$ cat config.mk
export PLATFORM = sky130hd
export DESIGN_NAME = tvr_mul
export DESIGN_NICKNAME = d
export VERILOG_FILES = /design/src/rtl/core/tvr_mul.sv
export SDC_FILE = /design/constraint.sdc
export NUM_CORES = 2
export LEC_CHECK = 0
export BUFFER_PORTS_ARGS = -buffer_cell sky130_fd_sc_hd__clkbuf_2
export CORE_ASPECT_RATIO = 1.5
export CORE_MARGIN = 4
export CORE_UTILIZATION = 45
export CTS_BUF_LIST = sky130_fd_sc_hd__clkbuf_4
export DETAILED_ROUTE_END_ITERATION = 10
export GPL_ROUTABILITY_DRIVEN = 0
export PLACE_DENSITY = 0.7
export SETUP_SLACK_MARGIN = 0.5
export SLEW_MARGIN = 5
export SYNTH_ARGS = -nofsm -noshare
export SYNTH_HDL_FRONTEND = slang
export SYNTH_SLANG_ARGS = --single-unit
$ cat constraint.sdc
create_clock -name clk -period 9.13 [get_ports clk]
set_input_delay 1.826 -clock clk [delete_from_list [all_inputs] [get_ports clk]]
set_output_delay 1.826 -clock clk [all_outputs]
set_load 0.1 [all_outputs]
$ cat src/rtl/core/tvr_mul.sv
// Shared signed multiplier with a registered product.
// Depends on nothing; operand width set by the instantiating module.
module tvr_mul #(
  parameter int W = 26
) (
  input  logic                  clk,
  input  logic signed [W-1:0]   a,
  input  logic signed [W-1:0]   b,
  output logic signed [2*W-1:0] p
);

  always_ff @(posedge clk) begin
    p <= a * b;
  end

endmodule

; After elaboration in Yosys (flattened, before gate mapping)
; Cells that the tools add are included.
[word_totals]
elab_cells = 2
in_bits = 53
output_inout_bits = 52
register_bits = 52
[classes]
multipliers = 1
[op_table]
columns = op, count
row1 = $mul 26x26->52, 1

; Depth between registers and ports, before layout
[depth]
depth_word = 1
ltp_mapped = 26
depth_no_buf = 24

; Worst setup path after synthesis
; Ideal clock, no wire load.
[synth_path]
kind = input to register
from = in a[25]
to = reg p[44]
required_ps = 9058
arrival_time_ps = 8180
setup_ps = 72
path_slack_ps = 878
stages = 22
cell_sequence = clkbuf_1 > nand2_1 > inv_1 > fa_1 > fa_1 > inv_1 > fa_1 > inv_1 > fa_1 > fa_1 > fa_1 > inv_1 > fa_1 > inv_1 > ha_1 > nand2_1 > or4_1 > or4_1 > o211ai_1 > a21oi_2 > o21ai_1 > xor2_1
[synth_via]
elab_chain_len = 1
[synth_lines]
columns = item, line_no
row1 = start: declaration, 7  ; input logic signed [W-1:0] a,
row2 = $mul 26x26->52, 13  ; p <= a * b;
row3 = end signal: assignment, 13
row4 = end: declaration, 9  ; output logic signed [2*W-1:0] p
; Every way passes these cells.

; Worst setup path after layout
[layout_path]
from = in a[11]
to = reg p[51]
; Same word-level chain as after synthesis.

==> summary.txt <==
Run status
  • Outcome: complete, no violations

Layout
  • Area grow syn2layout: 6.24%
  • Nets: 3731
  • Commonest non-fill, non-tap cell in the layout: sky130_fd_sc_hd__inv_1
  • Fillers: 5305
  • Max FFs per register: 52
  • Most flops, register: p
  • Top Registers: p: 52 flops
  • Storage cell area: ~1000 µm²
  • Area used by multi-input combinational logic: 21300 µm²
  • Final core utilization: 0.485
  • Top library cells by usage in the layout, fill and taps aside: 737 x sky130_fd_sc_hd__inv_1, 710 x sky130_fd_sc_hd__fa_1, 398 x sky130_fd_sc_hd__nand2_1
  • Fraction of layout instances using a drive strength above 1: 0.0705
  • Fin cells: approximately 3600

Global route
  • Maximum number of pins on one net before global-route repair: 27
  • Initial antenna violation count: 7
  • Grt ovf: 0
  • Total global-route track usage: 0.236
  • Number of global-route vias before repair: roughly 21000
  • First-pass GRT wire length: 110000 µm

STA
  • Fmax: 0.120 GHz
  • Number of pins with negative max-slew slack in the final report: 0
  • Max transition margin: 0.483
  • RSZ-0062 raised after global routing: no
  • Fin crit period: approximately 8.3 ns
  • Setup-violating endpoint count in the final report: 0
  • Share of the cycle needed by the critical path after routing: 0.913
  • Fin Setup TNS: 0 ns
  • Endpoints failing hold: 0
  • Transition time at the pin with the least slew margin: 0.775 ns
  • Hold Slack: between 1.5 and 2 ns

Drt
  • Initial drt markers: around 990
  • Routed vias: roughly 18000
  • Detailed-route wire length per cell: 19.2 µm
  • Post-detailed-route DRC marker count: 0
  • Post-detailed-routing wire length: 68900 µm
  • Pre-Repair DR Iteration Count: 8
  • Post-detailed-route count of antenna-violating nets: 0
  • Drt via density: around 5.1

Setup path
  • Worst Setup Path Type: primary input to flop
  • Largest stage delay, worst path: 0.55 ns
  • Category of the worst setup path launch point: primary input
  • Cell family contributing the most delay on the critical path: adder cells
  • Data arrival, critical path: about 8.7 ns
  • WP buf/inv: 8
  • Crit-path max FO: 26
  • Worst setup EP type: flop
  • CP Depth: 25
  • Cell with the largest stage delay on the worst path: sky130_fd_sc_hd__fa_1
  • Critical path data required time: 9.53 ns

Placed design
  • Placed Cells incl. Taps: roughly 3600
  • Quantity of I/O buffers inserted on ports: 104
  • Sum of net half-perimeters after detailed placement: around 60000 µm

Logic synthesis
  • Post-Synthesis Cell Area: 25600 µm²
  • Syn. warnings: 0
  • Share of the yosys chip area belonging to registers: 0.0406
  • Number of nets in the synthesized netlist: 3672
  • Most frequently used flop master after synthesis: sky130_fd_sc_hd__dfxtp_1
  • Flops & latches, synth: 52
  • EDFF count, synth: 0
  • Async set or reset register ratio after synthesis: 0
  • Count of distinct cell types in the synthesized netlist: 54
  • Count of mapped cells out of synthesis: 2763
  • Mapped Avg Cell Area: 9.27 µm²

CTS
  • Clock transition at the registers of the reported paths: around 0.16 ns
  • Root Buffer Master: sky130_fd_sc_hd__clkbuf_4
  • Maximum number of buffers from clock root to sink: 2
  • CTS sink count: 52
  • Post-CTS sizing: 0
  • Post-CTS repair timing setup buffer count: 0
  • H-tree level count: 2
  • Number of buffers added by the clock tree synthesis step: 5
  • CTS tree: built
  • Post-CTS Hold Fix Bufs: 0

Floorplanning
  • Placeable core area: 56100 µm²
  • Initial standard-cell utilization of the core: 0.457
  • Number of rows created at floorplan: 106
  • Die Ht: 300 µm
  • Total Die Area: 60900 µm²
  • Die span in x: roughly 200 µm
  • Number of top-level design ports: ~110

Min path
  • Hold-critical path depth: 2
  • Worst hold-check path type: primary input to flop

Job
  • Total of max-cap violations: 0
==> per-layer routing <==
metal,track usage,up-vias,wire (µm)
met5,0,-,12
met4,0.174,2,6540
met3,0.0268,294,2960
met2,0.446,661,38300
met1,0.236,9501,21100
li1,-,7988,-
==> through the flow <==
stage / worst slack [ns] / cell area (µm²)
floorplan: 0.878 / 25600
global placement: 0.458 / 27200
detailed placement: 0.381 / 27200
CTS: 0.920 / 27200
global route: 0.534 / 27200
finish: 0.794 / 27200
==> cells in the mapped netlist, types with 11 or more instances <==
cell type	n	area [µm²]
sky130_fd_sc_hd__a21o_1	18	135
sky130_fd_sc_hd__a21oi_1	55	275
sky130_fd_sc_hd__and2_1	281	1760
sky130_fd_sc_hd__clkbuf_1	122	458
sky130_fd_sc_hd__dfxtp_1	52	1040
sky130_fd_sc_hd__fa_1	710	14200
sky130_fd_sc_hd__ha_1	146	1830
sky130_fd_sc_hd__inv_1	737	2770
sky130_fd_sc_hd__nand2_1	398	1490
sky130_fd_sc_hd__nand3_1	11	55.1
sky130_fd_sc_hd__nand4_1	11	68.8
sky130_fd_sc_hd__nor2_1	50	188
sky130_fd_sc_hd__o21ai_0	25	125
sky130_fd_sc_hd__xnor2_1	46	403
sky130_fd_sc_hd__xor2_1	11	96.3
==> area by class of cell <==
| type | count | area share |
|---|---|---|
| antenna | 5 | 0.000460 |
| timing repair buffer | 175 | 0.0387 |
| tap | 756 | 0.0348 |
| clock inverter | 2 | 0.000460 |
| multi-input combinational | 1851 | 0.784 |
| inverter | 737 | 0.102 |
| clock buffer | 5 | 0.00138 |
| sequential | 52 | 0.0382 |
==> logic make-up after synthesis <==
family                   count (synthesis)  synth area share
AO/OA/AOI/OAI                          160            0.0417
XOR/XNOR                                57            0.0195
adder cells (fa/ha/maj)                856             0.626
buffers and inverters                  860             0.126
flip-flops                              52            0.0406
AND/OR/NAND/NOR                        778             0.146
==> worst paths after layout <==
path              startpoint            end
setup / recovery       a[11]  p[51]$_DFF_P_
hold / removal          b[0]   p[0]$_DFF_P_
Power is left out: the tool's default activity adds up to more than one toggle a clock period on the data nets, which glitch-free logic cannot reach.
