[src/rtl/core/tvr_pkg.sv]
// Shared types, constants and helpers for the tricubic volume resampler.
// Used by tricubic_volume_resampler and tvr_seq under rtl/core; depends on nothing else.
package tvr_pkg;

  // Defaults for the top-level parameters
  localparam int DEF_MAX_DIM_X = 64;
  localparam int DEF_MAX_DIM_Y = 64;
  localparam int DEF_MAX_DIM_Z = 64;
  localparam int DEF_FRAC_BITS = 16;

  // Field widths fixed by the interface
  localparam int SAMPLE_W = 16;
  localparam int DIMREG_W = 7;
  localparam int ZSTEP_W  = 24;
  localparam int OUTZ_W   = 10;
  localparam int POS_W    = OUTZ_W + ZSTEP_W;   // out_z * z_step, Q16
  localparam int ZB_W     = POS_W - 16;         // integer slice part
  // signed coordinate width: holds base slice plus offset and any dimension up to 1024
  localparam int CW       = ZB_W + 3;
  // 16 voxels weighted by at most 81, sum of |weights| = 400
  localparam int PLANE_W  = 26;

  localparam logic signed [CW-1:0] C_ONE = CW'(1);

  // Configuration register indexes
  localparam logic [1:0] REG_VOL_WIDTH  = 2'd0;
  localparam logic [1:0] REG_VOL_HEIGHT = 2'd1;
  localparam logic [1:0] REG_VOL_DEPTH  = 2'd2;
  localparam logic [1:0] REG_Z_STEP     = 2'd3;

  localparam logic [DIMREG_W-1:0] RST_DIM    = 7'd64;
  localparam logic [ZSTEP_W-1:0]  RST_ZSTEP  = 24'd65536;

  typedef enum logic [3:0] {
    S_IDLE,
    S_Z0_RD,
    S_Z0_OUT,
    S_POS,
    S_POS_CAP,
    S_U2,
    S_U3,
    S_WGT,
    S_RD,
    S_DRAIN,
    S_MACC,
    S_ACC,
    S_FIN
  } tvr_state_t;

  typedef struct packed {
    logic [DIMREG_W-1:0] vol_width;
    logic [DIMREG_W-1:0] vol_height;
    logic [DIMREG_W-1:0] vol_depth;
    logic [ZSTEP_W-1:0]  z_step;
  } tvr_cfg_t;

  typedef struct packed {
    logic                       done;
    logic signed [SAMPLE_W-1:0] sample;
    logic                       saturated;
  } tvr_res_t;

  // Effective dimension: a zero register counts as 1, capped at the store size
  function automatic logic signed [CW-1:0] dim_eff(input logic [DIMREG_W-1:0] r,
                                                   input logic signed [CW-1:0] maxd);
    logic signed [CW-1:0] ext;
    logic signed [CW-1:0] d;
    ext = $signed({{(CW-DIMREG_W){1'b0}}, r});
    if (r == '0) d = C_ONE;
    else if (ext > maxd) d = maxd;
    else d = ext;
    return d;
  endfunction

  // Clamp-to-edge coordinate
  function automatic logic signed [CW-1:0] clamp_coord(input logic signed [CW-1:0] c,
                                                       input logic signed [CW-1:0] dim);
    logic signed [CW-1:0] r;
    if (c[CW-1]) r = '0;
    else if (c > dim - C_ONE) r = dim - C_ONE;
    else r = c;
    return r;
  endfunction

endpackage

[src/rtl/core/tvr_seq.sv]
// Query sequencer: z position, Keys weights, 64 neighbour reads and accumulation.
// Depends on tvr_pkg; drives the shared multiplier and the store read port.
module tvr_seq #(
  parameter int MAX_DIM_X = tvr_pkg::DEF_MAX_DIM_X,
  parameter int MAX_DIM_Y = tvr_pkg::DEF_MAX_DIM_Y,
  parameter int MAX_DIM_Z = tvr_pkg::DEF_MAX_DIM_Z,
  parameter int FRAC_BITS = tvr_pkg::DEF_FRAC_BITS,
  parameter int XW = $clog2(MAX_DIM_X),
  parameter int YW = $clog2(MAX_DIM_Y),
  parameter int ZW = $clog2(MAX_DIM_Z),
  parameter int MW = (tvr_pkg::PLANE_W > FRAC_BITS + 4) ? tvr_pkg::PLANE_W : FRAC_BITS + 4
) (
  input  logic                         clk,
  input  logic                         rst,
  input  logic                         query,
  input  logic [5:0]                   in_x,
  input  logic [5:0]                   in_y,
  input  logic [tvr_pkg::OUTZ_W-1:0]   in_z,
  input  tvr_pkg::tvr_cfg_t            cfg,
  output logic                         busy,
  output logic [XW+YW+ZW-1:0]          raddr,
  input  logic [tvr_pkg::SAMPLE_W-1:0] rdata,
  output logic signed [MW-1:0]         mul_a,
  output logic signed [MW-1:0]         mul_b,
  input  logic signed [2*MW-1:0]       mul_p,
  output tvr_pkg::tvr_res_t            res
);

  localparam int CW    = tvr_pkg::CW;
  localparam int F     = FRAC_BITS;
  localparam int UW    = F + 2;
  localparam int U2W   = F + 3;
  localparam int U3W   = F + 4;
  localparam int NW    = F + 7;
  localparam int WW    = F + 3;
  localparam int PW    = tvr_pkg::PLANE_W;
  localparam int ACC_W = PW + F + 5;
  localparam int SH    = 8 + F;
  localparam int QW    = ACC_W - SH;
  localparam int SW    = tvr_pkg::SAMPLE_W;

  localparam logic [UW-1:0]          ONE  = UW'(1 << F);
  localparam logic signed [CW-1:0]   MAXX = CW'(MAX_DIM_X);
  localparam logic signed [CW-1:0]   MAXY = CW'(MAX_DIM_Y);
  localparam logic signed [CW-1:0]   MAXZ = CW'(MAX_DIM_Z);
  localparam logic signed [ACC_W-1:0] BIAS = {{(ACC_W-SH){1'b0}}, {SH{1'b1}}};

  tvr_pkg::tvr_state_t state, state_next;

  logic [5:0]                 ox, oy;
  logic [tvr_pkg::OUTZ_W-1:0] oz;
  logic [tvr_pkg::POS_W-1:0]  pos;
  logic [1:0]                 dz;
  logic [3:0]                 cnt;
  logic [U2W-1:0]             u2;
  logic signed [WW-1:0]       wz;
  logic                       rd_vld, rd_ex, rd_ey;
  logic signed [PW-1:0]       plane;
  logic signed [ACC_W-1:0]    acc;

  // fraction rescaled to FRAC_BITS and kernel distance for this plane
  logic [16+F-1:0]       t_sh;
  logic [F-1:0]          t;
  logic [UW-1:0]         t_ext, u;
  logic [U2W-1:0]        u2_p;
  logic [U3W-1:0]        u3_p;
  logic signed [NW-1:0]  ue, u2e, u3e, onee, n, n_adj, n_half, w_full;

  assign t_sh  = {pos[15:0], {F{1'b0}}};
  assign t     = t_sh[16+F-1:16];
  assign t_ext = {2'b00, t};

  always_comb begin
    case (dz)
      2'd0:    u = ONE + t_ext;
      2'd1:    u = t_ext;
      2'd2:    u = ONE - t_ext;
      default: u = (ONE << 1) - t_ext;
    endcase
  end

  assign u2_p = mul_p[2*F+2:F];
  assign u3_p = mul_p[2*F+3:F];

  // Keys kernel, numerator halved toward zero
  assign ue   = $signed({{(NW-UW){1'b0}}, u});
  assign u2e  = $signed({{(NW-U2W){1'b0}}, u2});
  assign u3e  = $signed({{(NW-U3W){1'b0}}, u3_p});
  assign onee = $signed({{(NW-UW){1'b0}}, ONE});

  always_comb begin
    if (u <= ONE) n = (u3e <<< 1) + u3e - ((u2e <<< 2) + u2e);
    else          n = (u2e <<< 2) + u2e - u3e - (ue <<< 3) + (onee <<< 2);
    n_adj  = n + $signed({{(NW-1){1'b0}}, n[NW-1]});
    n_half = n_adj >>> 1;
    if (u[UW-1])       w_full = '0;
    else if (u <= ONE) w_full = n_half + onee;
    else               w_full = n_half;
  end

  // neighbour coordinates, clamped to the volume edge
  logic signed [CW-1:0] dimx, dimy, dimz, offx, offy, cx, cy, cz;
  logic signed [CW-1:0] ix, iy, iz;

  assign dimx = tvr_pkg::dim_eff(cfg.vol_width,  MAXX);
  assign dimy = tvr_pkg::dim_eff(cfg.vol_height, MAXY);
  assign dimz = tvr_pkg::dim_eff(cfg.vol_depth,  MAXZ);

  assign ix    = tvr_pkg::clamp_coord(cx, dimx);
  assign iy    = tvr_pkg::clamp_coord(cy, dimy);
  assign iz    = tvr_pkg::clamp_coord(cz, dimz);
  assign raddr = {iz[ZW-1:0], iy[YW-1:0], ix[XW-1:0]};

  // voxel times x/y weight: corners 1, edges -9, inner 81
  logic signed [SW-1:0] v;
  logic signed [PW-1:0] ve, term;

  assign v  = $signed(rdata);
  assign ve = {{(PW-SW){v[SW-1]}}, v};

  always_comb begin
    if (rd_ex && rd_ey)        term = ve;
    else if (rd_ex || rd_ey)   term = -((ve <<< 3) + ve);
    else                       term = (ve <<< 6) + (ve <<< 4) + ve;
  end

  // final scaling toward zero and saturation
  logic signed [ACC_W-1:0] acc_adj, acc_sh;
  logic signed [QW-1:0]    qs;
  logic signed [SW-1:0]    q_out;
  logic                    q_sat;

  always_comb begin
    acc_adj = acc[ACC_W-1] ? acc + BIAS : acc;
    acc_sh  = acc_adj >>> SH;
    qs      = acc_sh[QW-1:0];
    if (qs > 32767) begin
      q_out = 16'sh7FFF;
      q_sat = 1'b1;
    end else if (qs < -32768) begin
      q_out = -16'sh8000;
      q_sat = 1'b1;
    end else begin
      q_out = qs[SW-1:0];
      q_sat = 1'b0;
    end
  end

  // next state
  always_comb begin
    state_next = state;
    case (state)
      tvr_pkg::S_IDLE: begin
        if (query) state_next = (in_z == '0) ? tvr_pkg::S_Z0_RD : tvr_pkg::S_POS;
      end
      tvr_pkg::S_Z0_RD:   state_next = tvr_pkg::S_Z0_OUT;
      tvr_pkg::S_Z0_OUT:  state_next = tvr_pkg::S_IDLE;
      tvr_pkg::S_POS:     state_next = tvr_pkg::S_POS_CAP;
      tvr_pkg::S_POS_CAP: state_next = tvr_pkg::S_U2;
      tvr_pkg::S_U2:      state_next = tvr_pkg::S_U3;
      tvr_pkg::S_U3:      state_next = tvr_pkg::S_WGT;
      tvr_pkg::S_WGT:     state_next = tvr_pkg::S_RD;
      tvr_pkg::S_RD: begin
        if (cnt == 4'd15) state_next = tvr_pkg::S_DRAIN;
      end
      tvr_pkg::S_DRAIN:   state_next = tvr_pkg::S_MACC;
      tvr_pkg::S_MACC:    state_next = tvr_pkg::S_ACC;
      tvr_pkg::S_ACC:     state_next = (dz == 2'd3) ? tvr_pkg::S_FIN : tvr_pkg::S_U2;
      tvr_pkg::S_FIN:     state_next = tvr_pkg::S_IDLE;
      default:            state_next = tvr_pkg::S_IDLE;
    endcase
  end

  // outputs: multiplier operands and read coordinates
  always_comb begin
    mul_a = '0;
    mul_b = '0;
    offx  = '0;
    offy  = '0;
    cz    = '0;
    case (state)
      tvr_pkg::S_POS: begin
        mul_a = $signed({{(MW-tvr_pkg::OUTZ_W){1'b0}}, oz});
        mul_b = $signed({{(MW-tvr_pkg::ZSTEP_W){1'b0}}, cfg.z_step});
      end
      tvr_pkg::S_U2: begin
        mul_a = $signed({{(MW-UW){1'b0}}, u});
        mul_b = $signed({{(MW-UW){1'b0}}, u});
      end
      tvr_pkg::S_U3: begin
        mul_a = $signed({{(MW-U2W){1'b0}}, u2_p});
        mul_b = $signed({{(MW-UW){1'b0}}, u});
      end
      tvr_pkg::S_RD: begin
        offx = $signed({{(CW-2){1'b0}}, cnt[1:0]}) - tvr_pkg::C_ONE;
        offy = $signed({{(CW-2){1'b0}}, cnt[3:2]}) - tvr_pkg::C_ONE;
        cz   = $signed({{(CW-tvr_pkg::ZB_W){1'b0}}, pos[tvr_pkg::POS_W-1:16]})
             + $signed({{(CW-2){1'b0}}, dz}) - tvr_pkg::C_ONE;
      end
      tvr_pkg::S_MACC: begin
        mul_a = {{(MW-PW){plane[PW-1]}}, plane};
        mul_b = {{(MW-WW){wz[WW-1]}}, wz};
      end
      default: begin
        mul_a = '0;
      end
    endcase
    cx = $signed({{(CW-6){1'b0}}, ox}) + offx;
    cy = $signed({{(CW-6){1'b0}}, oy}) + offy;
  end

  assign busy = (state != tvr_pkg::S_IDLE);

  // control registers
  always_ff @(posedge clk) begin
    if (rst) begin
      state    <= tvr_pkg::S_IDLE;
      rd_vld   <= 1'b0;
    end else begin
      state    <= state_next;
      rd_vld   <= (state == tvr_pkg::S_RD);
    end
  end

  // datapath registers and the result word
  always_ff @(posedge clk) begin
    if (rst) res.done <= 1'b0;
    else     res.done <= (state == tvr_pkg::S_Z0_OUT) || (state == tvr_pkg::S_FIN);
    rd_ex <= (cnt[1:0] == 2'd0) || (cnt[1:0] == 2'd3);
    rd_ey <= (cnt[3:2] == 2'd0) || (cnt[3:2] == 2'd3);
    if (rd_vld) plane <= plane + term;
    case (state)
      tvr_pkg::S_IDLE: begin
        if (query) begin
          ox <= in_x;
          oy <= in_y;
          oz <= in_z;
        end
      end
      tvr_pkg::S_Z0_OUT: begin
        res.sample    <= v;
        res.saturated <= 1'b0;
      end
      tvr_pkg::S_POS_CAP: begin
        pos <= mul_p[tvr_pkg::POS_W-1:0];
        dz  <= 2'd0;
        acc <= '0;
      end
      tvr_pkg::S_U3: begin
        u2 <= u2_p;
      end
      tvr_pkg::S_WGT: begin
        wz    <= $signed(w_full[WW-1:0]);
        cnt   <= 4'd0;
        plane <= '0;
      end
      tvr_pkg::S_RD: begin
        cnt <= cnt + 4'd1;
      end
      tvr_pkg::S_ACC: begin
        acc <= acc + mul_p[ACC_W-1:0];
        dz  <= dz + 2'd1;
      end
      tvr_pkg::S_FIN: begin
        res.sample    <= q_out;
        res.saturated <= q_sat;
      end
      default: begin
        cnt <= cnt;
      end
    endcase
  end

  // a result strobe never repeats back to back
  a_done_single: assert property (@(posedge clk) disable iff (rst)
    res.done |=> !res.done)
    else $error("result strobe held for two cycles");

  // a clipped result sits at one of the range limits
  a_sat_limit: assert property (@(posedge clk) disable iff (rst)
    (res.done && res.saturated) |-> (res.sample == 16'sh7FFF || res.sample == -16'sh8000))
    else $error("saturated flag without a clipped sample");

  // read data is only accumulated straight after an issued neighbour read
  a_rd_pipe: assert property (@(posedge clk) disable iff (rst)
    rd_vld |-> (state == tvr_pkg::S_RD || state == tvr_pkg::S_DRAIN))
    else $error("neighbour data outside the read phase");

  // an accepted query takes the sequencer out of idle
  a_query_busy: assert property (@(posedge clk) disable iff (rst)
    (query && !busy) |=> busy)
    else $error("query accepted but sequencer stayed idle");

endmodule

[config.mk]
export PLATFORM = sky130hd
export DESIGN_NAME = tvr_seq
export DESIGN_NICKNAME = d
export VERILOG_FILES = /design/src/rtl/core/tvr_pkg.sv /design/src/rtl/core/tvr_seq.sv
export SDC_FILE = /design/constraint.sdc
export NUM_CORES = 1
export LEC_CHECK = 0
export BUFFER_PORTS_ARGS = -buffer_cell sky130_fd_sc_hd__clkbuf_2
export CELL_PAD_IN_SITES_DETAIL_PLACEMENT = 1
export CELL_PAD_IN_SITES_GLOBAL_PLACEMENT = 1
export CORE_ASPECT_RATIO = 2
export CORE_MARGIN = 5
export CORE_UTILIZATION = 40
export DETAILED_ROUTE_END_ITERATION = 8
export PLACE_DENSITY = 0.82
export SLEW_MARGIN = 10
export SYNTH_ARGS = -nofsm -noshare
export SYNTH_HDL_FRONTEND = slang
export SYNTH_SLANG_ARGS = --single-unit
[constraint.sdc]
create_clock -name clk -period 9.3 [get_ports clk]
set_clock_uncertainty 0.05 [all_clocks]
set_input_delay 0.93 -clock clk [delete_from_list [all_inputs] [get_ports clk]]
set_output_delay 0.93 -clock clk [all_outputs]
set_load 0.005 [all_outputs]
## After elaboration in Yosys (flattened, before gate mapping)

Cells that the tools add are included.

| cells by class | value |
|---|---|
| reduce and logical (&&, ||, !) cells | 20 |
| order comparisons | 9 |
| equal/unequal tests | 20 |
| multiplexer cells | 36 |
| add/subtract/negate cells | 29 |

Operator list:

| operator | number |
|---|---|
| case mux 26 bit (4 select lines) | 1 |
| case mux 47 bit (2 select lines) | 1 |
| two-way mux 21 bit | 4 |
| case mux 26 bit (3 select lines) | 1 |
| > comparator 21 bit | 3 |
| case mux 18 bit (3 select lines) | 1 |
| two-way mux 26 bit | 2 |
| adder 47 x 25 -> 47 bit (second input constant) | 1 |
| adder 47 bit | 1 |
| two-way mux 47 bit | 1 |
| case mux 4 bit (11 select lines) | 1 |
| adder 7 x 21 -> 21 bit | 2 |
| two-way mux 6 bit | 6 |
| two-way mux 7 bit | 5 |
| case mux 17 bit (2 select lines) | 1 |
| two-way mux 16 bit | 2 |
| adder 26 bit | 1 |
| negation 20 -> 26 bit | 1 |
| adder 23 x 16 -> 24 bit | 1 |
| equality test 4 bit (second input constant) | 6 |
| adder 22 x 20 -> 23 bit | 1 |
| adder 23 x 20 -> 23 bit (second input constant) | 1 |
| > comparator 23 x 16 -> 1 bit (second input constant) | 1 |
| less-than comparator 23 x 16 -> 1 bit (second input constant) | 1 |
| 43 further kinds | 68 |

| word-level totals | value |
|---|---|
| logic and storage cells | 131 |
| output and inout bits | 89 |
| bits in registers | 198 |

## Logic depth before layout (Yosys ltp)

| logic depth | value |
|---|---|
| depth after elaboration | 8 |
| mapped depth | 33 |
| gate-level depth less buffers | 33 |

## Worst setup path before layout

No wires, ideal clock.

| timing | value |
|---|---|
| path type | reg-to-reg |
| start point | reg u2[0] |
| end point | reg wz[18], data pin |
| buffers on the path | 0 |
| clock period less this slack | 6,767 ps |
| cell stages (with the launch flop) | 29 |
| setup time | 132 ps |
| required time | 9,118 ps |
| data arrival time | 6,585 ps |
| slack | 2,533 ps |
| cell sequence | edfxtp_1 ha_1 fa_1 a21o_1 a21oi_1 o21bai_1 a21oi_1 o21bai_1 a21oi_1 xor2_1 inv_1 fa_1 ha_1 ha_1 a21o_1 a41o_1 a2111oi_0 o41ai_1 xnor2_1 or3_1 a221o_1 nor4_4 xor2_1 ha_1 xor2_1 xnor2_1 mux2i_1 a211o_1 nand2_1 |

| on the way | value |
|---|---|
| word-level cells in the longest chain between the ends | 8 |

RTL lines:

| element | line | source |
|---|---|---|
| from (decl) | tvr_seq.sv:55 | `logic [U2W-1:0] u2;` |
| from (signal assigned) | tvr_seq.sv:250 | `u2 <= u2_p;` |
| adder 21 x 19 -> 22 bit (*) | tvr_seq.sv:92, tvr_seq.sv:93 |  |
| subtractor 22 x 20 -> 23 bit | tvr_seq.sv:93 | `else n = (u2e <<< 2) + u2e - u3e - (ue <<< 3) + (onee <<< 2);` |
| subtractor 23 x 22 -> 23 bit | tvr_seq.sv:93 |  |
| adder 23 x 20 -> 23 bit | tvr_seq.sv:93 |  |
| two-way mux 23 bit (*) | tvr_seq.sv:92 | `if (u <= ONE) n = (u3e <<< 1) + u3e - ((u2e <<< 2) + u2e);` |
| adder 20 x 2 -> 20 bit (*) | tvr_seq.sv:94 | `n_adj = n + $signed({{(NW-1){1'b0}}, n[NW-1]});` |
| adder 19 x 18 -> 19 bit | tvr_seq.sv:97 | `else if (u <= ONE) w_full = n_half + onee;` |
| two-way mux 19 bit (*) | tvr_seq.sv:97 |  |
| to (signal assigned) | tvr_seq.sv:253 | `wz <= $signed(w_full[WW-1:0]);` |
| to (decl) | tvr_seq.sv:56 | `logic signed [WW-1:0] wz;` |

Mark *: on every way between the ends. The rest lies on a longest branch, timed or not.
A chain may end at the register's enable or synchronous reset.

## Final worst setup path

| timing | value |
|---|---|
| start point | reg state[0] |
| end point | out raddr[2] |

| on the way | value |
|---|---|
| word-level cells in the longest chain between the ends | 6 |

RTL lines:

| element | line | source |
|---|---|---|
| from (decl) | tvr_seq.sv:48 | `tvr_pkg::tvr_state_t state, state_next;` |
| from (signal assigned) | tvr_seq.sv:217 | `state <= tvr_pkg::S_IDLE;` |
| from (signal assigned) | tvr_seq.sv:220 | `state <= state_next;` |
| equality test 4 bit (*) | tvr_seq.sv:181 | `case (state)` |
| two-way mux 21 bit (*) | tvr_seq.sv:181 |  |
| adder 7 x 21 -> 21 bit (*) | tvr_seq.sv:208 | `cx = $signed({{(CW-6){1'b0}}, ox}) + offx;` |
| > comparator 21 bit | tvr_pkg.sv:80 | `else if (c > dim - C_ONE) r = dim - C_ONE;` |
| two-way mux 6 bit | tvr_pkg.sv:80 |  |
| two-way mux 6 bit (*) | tvr_pkg.sv:79 | `if (c[CW-1]) r = '0;` |
| to (decl) | tvr_seq.sv:21 | `output logic [XW+YW+ZW-1:0] raddr,` |

Marked as above.

==> summary.txt <==
Power
  – Comb pwr share: 0.497
  – Worst VDD drop: 0.000173 V
  – Total power draw: 3.94 mW
  – Sequential share of power: 0.302
  – Pint: 2.28 mW
  – Leakage power: 11.7 nW
  – Pwr per Cell Area: 151 nW/um2
  – Clock share of power: 0.201
  – NetSw: 1.66 mW
  – Sw Share: 0.421

Worst setup path
  – Largest fanout on the critical path: 15
  – Required @ worst endpoint: 8320 ps
  – Crit path DAT: 7160 ps
  – Critical R2R Capture: wz[18]$_SDFFCE_PP0P_
  – Reg2reg setup slack: 1350 ps
  – CP endpoint kind: output pin
  – Crit Path Class: register to output pin
  – R2r startpoint: u2[0]$_DFFE_PP_
  – CP Launch Type: register
  – Reg2Reg Depth: 28

Floorplan
  – Row count: 125
  – IO Count: 227
  – Initial core utilization: 0.404
  – Core region area: 58200 um2
  – Die area: 64000 um2
  – DIE WIDTH: 181 um
  – Die Ht: 353 um

Timing
  – Final setup viols: 0
  – Setup total negative slack: 0 ps
  – Least-Margin Pin Slew: 1150 ps
  – Max-slew violations: 0
  – Slew Limit Headroom: 0.233
  – Hold Violations, Final: 0
  – Worst hold slack: 494 ps
  – RSZ-0062 raised after global routing: no
  – Period Utilization, post-route: 0.876
  – Peak Freq: 123 MHz
  – Final worst slack: 1160 ps
  – Minimum clock period: 8140 ps

Hold path
  – Hold EP: plane[21]$_SDFFE_PP0P_
  – Worst hold stages: 2
  – Min-Delay Path Class: register to register
  – Hold path start: plane[21]$_SDFFE_PP0P_

Placed design
  – GPL Wtd Cong: 0.957
  – PortBufs: 221
  – DP Wirelength: 70600 um
  – Pre-CTS setup slack: 1380 ps

Clock tree
  – H-Tree Depth: 4
  – Hold_buf cts: 0
  – CTS tree: yes
  – CTS Root Cell: clkbuf_16
  – Clock Sink Count: 198
  – Clock transition at path regs: 70 ps
  – Setup bufs post-CTS: 0
  – CTS resizes: 0
  – Clock buffer depth: 2
  – Num CTS Buffers: 17
  – Worst skew pair latency: 500 ps

Drt
  – TritonRoute pass-1 iters: 8
  – Drc violations: 0
  – Via-to-Cell Ratio: 6.08
  – Via count: 22600
  – DRT iter0 DRCs: 1105
  – WL final: 84900 um
  – Avg WL per Cell: 22.8 um
  – Post-route ant nets: 0

Cells and area
  – Share of layout cells above drive strength 1: 0.107
  – Area grow syn2layout: 11.3%
  – Nets: 3475
  – Ant. Diodes: 0
  – Fill count: 6992

Yosys
  – Async SR Flop Fraction: 0
  – Synth Area per Inst: 8.60 um2
  – Synth Register Bits: 198
  – Post-synthesis cell count: 2733
  – Dominant cell type by area after synthesis: edfxtp_1
  – Synth top cells by count: 346 x ha_1, 245 x nor2_1, 202 x a21oi_1
  – Leading cell types by total area after synthesis: edfxtp_1 21%, ha_1 18%, xnor2_1 4.5%
  – Distinct cells, synth: 85
  – Post-synth EDFFs: 164
  – Syn Std Cell Area: 23500 um2
  – Main flop type after synthesis: edfxtp_1
  – Most common cell in the netlist: ha_1
  – Yosys warns: 0
  – Post-synthesis sequential area ratio: 0.239
  – Share of the synthesized area in the top cell type: 0.210

GRT
  – Congestion Overflow GR: 0
  – GRT Util Overall: 0.258
  – Largest net degree at the start of global routing: 50
  – Antenna violations before repair: 0
  – Number of global-route vias before repair: 24600
  – First-pass GRT wire length: 132000 um

Flow run
  – Max-cap viol count: 0

Status
  – Outcome: finished, final reports clean
==> sequential cells by signal (all words and copies together) (netlist names) <==
signal / flops
cnt: 4
state: 4
plane: 26
dz: 2
pos: 34
rd_ex: 1
ox: 6
acc: 47
wz: 19
oy: 6
res: 18
rd_ey: 1
rd_vld: 1
u2: 19
oz: 10
==> worst max path at each step <==
stage / cells past startpoint / slack, ps / endpoint / startpoint
floorplan: 28 / 2530 / wz[18]$_SDFFCE_PP0P_ / u2[0]$_DFFE_PP_
global placement: 28 / 1730 / wz[18]$_SDFFCE_PP0P_ / u2[0]$_DFFE_PP_
detailed placement: 28 / 1380 / wz[18]$_SDFFCE_PP0P_ / u2[0]$_DFFE_PP_
CTS: 22 / 1240 / raddr[0] / state[0]$_SDFFE_PP0P_
global route: 24 / 680 / raddr[0] / state[0]$_SDFFE_PP0P_
finish: 24 / 1160 / raddr[2] / state[0]$_SDFFE_PP0P_
==> kinds of logic (layout without fill, tap and decap cells) <==
group,Yosys count,in the layout,synth area share
XOR/XNOR,201,201,0.0749
adder cells (fa/ha/maj),388,388,0.220
multiplexers,53,53,0.0229
AO/OA/AOI/OAI,804,804,0.226
AND/OR/NAND/NOR,821,821,0.175
flip-flops,198,198,0.239
other,1,33,0.000160
buffers and inverters,267,465,0.0430
==> cell usage in the layout, fill, tap and decap left out, types with 30 or more instances in the layout <==
cell / count
conb_1: 33
o21a_1: 36
nand4_1: 37
nand2b_1: 39
ha_1: 346
fa_1: 41
nand3_1: 56
a211oi_1: 66
and3_1: 41
o21bai_1: 30
clkbuf_2: 221
a21o_1: 88
mux2i_1: 46
xnor2_1: 122
inv_1: 189
edfxtp_1: 164
xor2_1: 79
o21ai_0: 158
nand2_1: 145
nor2b_1: 45
nor3_1: 76
dfxtp_1: 34
a21oi_1: 201
nor2_1: 245
==> cell type report <==
type | count | area [um2] | share of cell area
inverters | 191 | 717 | 0.0274
multi-input cells | 2300 | 17000 | 0.651
flip-flops and latches | 198 | 5610 | 0.214
clock inverters | 10 | 105 | 0.00402
clock buffers | 22 | 485 | 0.0186
repair buffers | 242 | 1260 | 0.0483
well taps | 762 | 953 | 0.0365
==> stage by stage <==
step | std cells | area (um2) | utilization
2_1_floorplan | 2765 | 23600 | -
6_report | 3725 | 26100 | 0.449
4_1_cts | 3725 | 26100 | 0.449
3_5_place_dp | 3693 | 25600 | 0.439
5_1_grt | 3725 | 26100 | 0.449
3_3_place_gp | 3693 | 25600 | 0.439
==> power by group through the flow <==
stage	sequential [mW]	combinational (mW)	clock [mW]
global route	1.20	2.15	0.840
global placement	1.20	1.84	0
detailed placement	1.21	1.94	0
floorplan	1.16	1.37	0
finish	1.19	1.96	0.791
CTS	1.19	1.96	0.809
==> per-layer routing <==
layer / up-vias / wire [um] / track usage
met3: 296 / 3390 / 0.0312
met4: 0 / 7390 / 0.189
li1: 10500 / - / -
met2: 662 / 44200 / 0.481
met1: 11100 / 29900 / 0.258
met5: - / 0 / 0
==> worst max-delay path: stages (launching register included) <==
cell and delay, ps:
dfxtp_1 750, nor2_1 320, and2_1 380, nand2_1 220, clkinv_1 460, ha_1 530, a21o_1 140, a21oi_1 100
inv_1 80, a21oi_1 70, o21bai_1 490, inv_1 160, ha_1 310, inv_1 40, ha_1 310, a21o_1 170
a21oi_1 140, nor2b_1 60, o31ai_1 220, a21o_1 150, a21oi_1 70, o21ai_0 880, and2_1 240, a2bb2oi_1 200
clkbuf_2 160
(Power assumes the default switching activity.)
